===== src/design/keyframe_vec3_ease_interp_top_assert.svh =====
// Assertion macros for the keyframe interpolator.
// Used by the top level; expects clk and arst_n in scope.
`ifndef KEYFRAME_VEC3_EASE_INTERP_TOP_ASSERT_SVH
`define KEYFRAME_VEC3_EASE_INTERP_TOP_ASSERT_SVH

// Consequent must hold in the same cycle as the antecedent.
`define KVEI_ASSERT_SAME(lbl, ante, cons, msg) \
	lbl: assert property (@(posedge clk) disable iff (!arst_n) (ante) |-> (cons)) \
		else $error(msg);

// Consequent must hold in the cycle after the antecedent.
`define KVEI_ASSERT_NEXT(lbl, ante, cons, msg) \
	lbl: assert property (@(posedge clk) disable iff (!arst_n) (ante) |=> (cons)) \
		else $error(msg);

`endif


===== src/design/kvei_pkg.sv =====
// Shared types, constants and the sine table function of the keyframe interpolator.
// No dependencies.
package kvei_pkg;

	localparam int MAX_KEYS_DEF  = 64;
	localparam int SINE_BITS_DEF = 10;
	localparam int SINE_W        = 17;
	localparam logic [63:0] HALF_PI_Q30 = 64'd1686629713;

	typedef enum logic {OP_WRITE, OP_SAMPLE} opcode_t;
	typedef enum logic {REG_KEY_COUNT, REG_EMPTY_FILL} cfg_reg_t;
	typedef enum logic [1:0] {CURVE_LINEAR, CURVE_IN, CURVE_OUT, CURVE_INOUT} curve_t;
	typedef enum logic [2:0] {OC_INTERP, OC_BEFORE, OC_AFTER, OC_SINGLE, OC_EMPTY} outcome_t;

	typedef struct packed {
		logic [1:0]         curve;
		logic signed [31:0] pz;
		logic signed [31:0] py;
		logic signed [31:0] px;
		logic [31:0]        stamp;
	} entry_t;

	typedef struct packed {
		logic     accept;
		logic     scan_init;
		logic     scan_adv;
		logic     hold;
		logic     fill;
		logic     div_init;
		logic     div_step;
		logic     rom_hi;
		logic     ease_cap;
		logic     mul;
		logic     add;
		logic [1:0] axis;
		logic     out_load;
		outcome_t outcome;
	} cmd_t;

	typedef struct packed {
		logic is_write;
		logic n_zero;
		logic n_one;
		logic gt;
		logic first;
		logic last;
	} stat_t;

	// Quarter-sine entry in Q16, integer Taylor series, evaluated at elaboration.
	function automatic logic [16:0] sine_entry(input int idx, input int bits);
		logic [63:0]        x;
		logic [63:0]        x2;
		logic [63:0]        term;
		logic signed [63:0] sum;
		logic signed [63:0] q;
		x    = (HALF_PI_Q30 * 64'(idx)) >> bits;
		x2   = (x * x) >> 30;
		term = x;
		sum  = signed'(x);
		for (int k = 1; k <= 6; k++) begin
			term = (term * x2) >> 30;
			term = term / 64'((2 * k) * (2 * k + 1));
			if (k[0])
				sum = sum - signed'(term);
			else
				sum = sum + signed'(term);
		end
		if (sum < 0)
			sum = 0;
		q = (sum + 64'sd8192) >>> 14;
		if (q > 64'sd65536)
			q = 64'sd65536;
		return q[16:0];
	endfunction

endpackage


===== src/design/kvei_ctrl.sv =====
// Sequencer of the keyframe interpolator: search, divide, ease, lerp, hand-off.
// Depends on kvei_pkg.
module kvei_ctrl (
	input  logic            clk,
	input  logic            arst_n,
	input  logic            in_valid,
	output logic            in_ready,
	output logic            out_valid,
	input  logic            out_ready,
	input  kvei_pkg::stat_t stat,
	output kvei_pkg::cmd_t  cmd
);

	typedef enum logic [3:0] {
		IDLE, SCAN_RD, SCAN_CMP, DIV, SIN_LO, SIN_HI, SIN_CAP, MUL, ADD, DONE
	} state_t;

	state_t     state_q;
	state_t     state_d;
	logic [3:0] cnt_q;
	logic       out_valid_q;

	assign in_ready  = (state_q == IDLE);
	assign out_valid = out_valid_q;

	always_comb begin
		cmd         = '0;
		cmd.outcome = kvei_pkg::OC_INTERP;
		cmd.axis    = cnt_q[1:0];
		state_d     = state_q;
		case (state_q)
			IDLE: begin
				cmd.accept = in_valid;
				if (in_valid && !stat.is_write) begin
					if (stat.n_zero) begin
						cmd.fill = 1'b1;
						state_d  = DONE;
					end else begin
						cmd.scan_init = 1'b1;
						state_d       = SCAN_RD;
					end
				end
			end
			SCAN_RD: state_d = SCAN_CMP;
			SCAN_CMP: begin
				if (stat.n_one) begin
					cmd.hold    = 1'b1;
					cmd.outcome = kvei_pkg::OC_SINGLE;
					state_d     = DONE;
				end else if (stat.gt && stat.first) begin
					cmd.hold    = 1'b1;
					cmd.outcome = kvei_pkg::OC_BEFORE;
					state_d     = DONE;
				end else if (stat.gt) begin
					cmd.div_init = 1'b1;
					state_d      = DIV;
				end else if (stat.last) begin
					cmd.hold    = 1'b1;
					cmd.outcome = kvei_pkg::OC_AFTER;
					state_d     = DONE;
				end else begin
					cmd.scan_adv = 1'b1;
					state_d      = SCAN_RD;
				end
			end
			DIV: begin
				cmd.div_step = 1'b1;
				if (cnt_q == 4'd15)
					state_d = SIN_LO;
			end
			SIN_LO: state_d = SIN_HI;
			SIN_HI: begin
				cmd.rom_hi = 1'b1;
				state_d    = SIN_CAP;
			end
			SIN_CAP: begin
				cmd.ease_cap = 1'b1;
				state_d      = MUL;
			end
			MUL: begin
				cmd.mul = 1'b1;
				state_d = ADD;
			end
			ADD: begin
				cmd.add = 1'b1;
				state_d = (cnt_q == 4'd2) ? DONE : MUL;
			end
			DONE: begin
				if (!out_valid_q || out_ready) begin
					cmd.out_load = 1'b1;
					state_d      = IDLE;
				end
			end
			default: state_d = IDLE;
		endcase
	end

	always_ff @(posedge clk or negedge arst_n) begin
		if (!arst_n) begin
			state_q     <= IDLE;
			cnt_q       <= '0;
			out_valid_q <= 1'b0;
		end else begin
			state_q <= state_d;
			if (cmd.div_init || cmd.ease_cap)
				cnt_q <= '0;
			else if (cmd.div_step || cmd.add)
				cnt_q <= cnt_q + 4'd1;
			if (cmd.out_load)
				out_valid_q <= 1'b1;
			else if (out_ready)
				out_valid_q <= 1'b0;
		end
	end

endmodule


===== config.mk =====
export PLATFORM = sky130hd
export DESIGN_NAME = kvei_ctrl
export DESIGN_NICKNAME = d
export VERILOG_FILES = /design/src/design/keyframe_vec3_ease_interp_top_assert.svh /design/src/design/kvei_pkg.sv /design/src/design/kvei_ctrl.sv
export SDC_FILE = /design/constraint.sdc
export NUM_CORES = 1
export LEC_CHECK = 0
export BUFFER_PORTS_ARGS = -buffer_cell sky130_fd_sc_hd__buf_2
export CORE_MARGIN = 4
export CORE_UTILIZATION = 52
export DETAILED_ROUTE_END_ITERATION = 8
export PLACE_DENSITY = 0.83
export SYNTH_ARGS = -nofsm -noshare
export SYNTH_HDL_FRONTEND = slang
export SYNTH_SLANG_ARGS = --single-unit
export TNS_END_PERCENT = 50

===== constraint.sdc =====
create_clock -name clk -period 3.2 [get_ports clk]
set_input_delay 0.48 -clock clk [delete_from_list [all_inputs] [get_ports clk]]
set_output_delay 0.48 -clock clk [all_outputs]
set_load 0.02 [all_outputs]

# --- After elaboration in Yosys (flattened, before gate mapping) ---
# Cells that the tools add are included.
op_classes:
  eq_ne: 14
  muxes: 44
  addsub: 1
  n_reduce_logical: 11
ops:
  columns: ["operator", "count"]
  rows:
  - ["2-to-1 mux 4 bit", 11]
  - ["case mux 4 bit (10 select lines)", 1]
  - ["2-to-1 mux 1 bit", 24]
  - ["equality test 4 x 3 -> 1 bit, second input constant", 4]
  - ["2-to-1 mux 2 bit", 7]
  - ["equality test 4 x 2 -> 1 bit, second input constant", 3]
  - ["equality test 4 bit, second input constant", 3]
  - ["adder 4 x 1 -> 4 bit, second input constant", 1]
  - ["equality test 4 x 1 -> 1 bit, second input constant", 1]
  - ["logical NOT 4 bit", 1]
  - ["inequality test 2 bit, second input constant", 2]
  - ["nonzero test 2 bit", 2]
  - ["logical OR 1 bit", 3]
  - ["2-to-1 mux 3 bit", 1]
  - ["AND reduction 3 bit", 1]
  - ["logical AND 1 bit", 2]
  - ["logical NOT 1 bit", 2]
  - ["inequality test 2 x 1 -> 1 bit, second input constant", 1]
word_totals:
  ff_bits: 9
  wordCells: 73
  output_inout_bits: 19

# --- Longest topological paths before layout ---
logic_depth:
  depth_word: 6
  mapped_depth: 6
  mapped_depth_nobuf: 6

# --- Worst setup path before layout ---
# No wires, ideal clock.
synth_timing:
  path_kind: "reg-to-output"
  start: "register state_q[0]"
  end: "output port cmd[14] (netlist bit)"
  slack_ns: 1.234
  n_path_buf: 1
  required_ns: 2.720
  t_arrival_ns: 1.486
  stages_incl_launch_ff: 5
  cell_sequence: "dfrtp_1 -> buf_6 -> nor2b_1 -> nand2_1 -> nor4_1"
synth_rtl:
  columns: ["item", "line", "rtl"]
  rows:
  - ["start, declared", "kvei_ctrl.sv:18", "state_t state_q;"]
  - ["start signal, assigned", "kvei_ctrl.sv:104", "state_q <= state_d;"]
  - ["end, declared", "kvei_ctrl.sv:11", "output kvei_pkg::cmd_t cmd"]

==> results.md <==
* Status: finished clean
* IO buf count at 27
* Crit path required time at 2720 ps
* Ys flop type: dfrtp_1
* Final Worst Setup Slack at 998 ps
* HPWL Detailed at 1260 µm
* Post-CTS setup buffer count at 0
* CP startpoint kind: register
* Layout cells sized above 1 at 40.9%
* Start point of the critical path: state_q[1]
* CTS Buf Count at 3
* Layout Skew at 14.3 ps
* RePlAce Congestion at 0.735
* Layout Utilization at 66.9%
* Clock Sinks at 9
* P&R area growth vs syn at 14.8%
* Register area at 225 µm²
* Antenna Violating Nets Remaining at 0
* Final layout net count at 123
* Max-cap viol count at 0
* Tot GR Track Use at 17.1%
* Most common cell after layout, fill and taps aside: buf_2
* Overall power at 0.844 mW
* Die height at 47.2 µm
* Core Footprint at 1370 µm²
* Pins over their slew limit at 0
* Avg WL per Cell at 12.7 µm
* Number of synthesized register bits at 9
* Final period util at 68.8%
* Die area at 2220 µm²
* Global-route wire length before repair at 2620 µm
* Syn Nets at 98
* Peak VDD IR at 0.000458 V
* 1st-iter DRT viols at 14
* Worst-path fanout max at 10
* Sequential area share after synthesis at 28.3%
* Min-delay worst type: input pin to async pin
* Site Rows at 13
* Post_cts resized at 0
* Ys Warns at 0
* Post-synthesis cell count at 86
* Final worst path period need at 2200 ps
* Die X at 47.2 µm
* Critical Path Sink Type: output pin
* Setup violations, final at 0
* Post-synth ARST share at 100%
* CTS tree: built
* Filler cell count in the final layout at 115
* Initial antenna violation count at 0
* Leakage at 0.456 nW
* Most frequent cells in the layout: buf_2, nor2_1, dfrtp_1, nand2_1
* Worst Tran Pin Value at 513 ps
* Top cells by area, synth: dfrtp_1, nor2_1, buf_6
* Power density over the cells at 923 nW/µm²
* Drt pass-1 iters at 3
* Antenna diodes at 0
* Avg Cell Area, Syn at 9.27 µm²
* Unique masters post-synth at 41
* Worst-path clk slew at 70 ps
* Post-Route WL at 1580 µm
* Synth area leader: dfrtp_1
* IO Count at 29
* Mapped cell area at 797 µm²
* WS Path Type: register to output pin
* # DRC at 0
* Multi-input logic area at 493 µm²
* Fmax at 454 MHz
* Clock latency on the worst-skew pair at 280 ps
* Largest net degree at the start of global routing at 14
* Max_slew headroom at 65.8%
* Hold Buf Count CTS at 0
* Total gr overflow at 0
* Fin. Hold Viols at 0
* Via Count at 681
* RSZ-0062 raised after global routing: no
* Post-synth top area share at 28.3%
* Initial Util at 58.3%
* H-tree depth at 1
* Drt via density at 5.45
* RR Startpoint: state_q[2]
* Max clock buf depth at 2
* Worst EP arrival at 1720 ps
* Vias in the first global route at 599
* Number of flops mapped to enable cells by yosys at 0
* Post-Place Setup Slack at 1290 ps
* Setup TNS at 0 ps
* CTS Root Cell: clkbuf_4
## routing by layer
layer / vias to the layer above / wire [µm] / track usage (%)
met5: - / 0 / 0
met4: 0 / 39 / 11.6
met3: 5 / 93 / 3.45
met2: 19 / 701 / 24.4
met1: 309 / 747 / 23.0
li1: 348 / - / -
## final timing paths
path                         endpoint  slack [ps]  cells after the start
hold reg to reg              cnt_q[3]         580                      2
setup / recovery              cmd[14]        1000                      4
setup reg to reg             cnt_q[1]        1610                      4
max in group asynchronous  state_q[3]        2970                      1
min in group clk           state_q[3]         520                      4
hold / removal               cnt_q[3]          40                      1
## sequential cells by signal, indices dropped and copies added (netlist names)
register	count
cnt_q	4
out_valid	1
state_q	4
## power by group
part,internal [mW],total [mW],switching (mW)
sequential,0.163,0.284,0.121
clock,0.0463,0.0925,0.0463
combinational,0.220,0.468,0.248
## cells in the mapped netlist (all sizes together), types with 2 or more instances
master,count
nor2,12
dfrtp,9
buf,7
nand2,5
o21ai,5
inv,4
nor2b,4
and3,3
nor3b,3
nor4,3
xor2,3
a211oi,2
and2,2
ha,2
nand2b,2
nand3,2
or2,2
## critical path, cell delays in order (launching register included)
cell     delay, ps
dfrtp_1        630
nor2b_1        280
nand2_1        150
nor4_1         180
buf_2          210
## cell families after synthesis
group | after synthesis | synth area share (%)
buf+inv | 11 | 9.89
other cells | 1 | 0.471
flops | 9 | 28.3
compound gates | 15 | 13.7
simple gates | 44 | 40.2
xor+xnor | 4 | 4.40
fa+ha+maj | 2 | 3.14
## through the flow
step,area (µm²),instances,hold slack [ps]
2_1_floorplan,797,86,184
3_3_place_gp,887,121,340
3_5_place_dp,887,121,346
4_1_cts,915,125,40.1
5_1_grt,915,125,35.6
6_report,915,125,36.9
## cell type report
class	instances	area share (%)
clock inverter	1	0.547
timing repair buffer	27	14.8
inverter	4	1.64
clock buffer	3	2.46
sequential	9	24.6
multi-input combinational	66	53.9
tap	15	2.05
No activity file was read; power rests on OpenSTA's default activity.
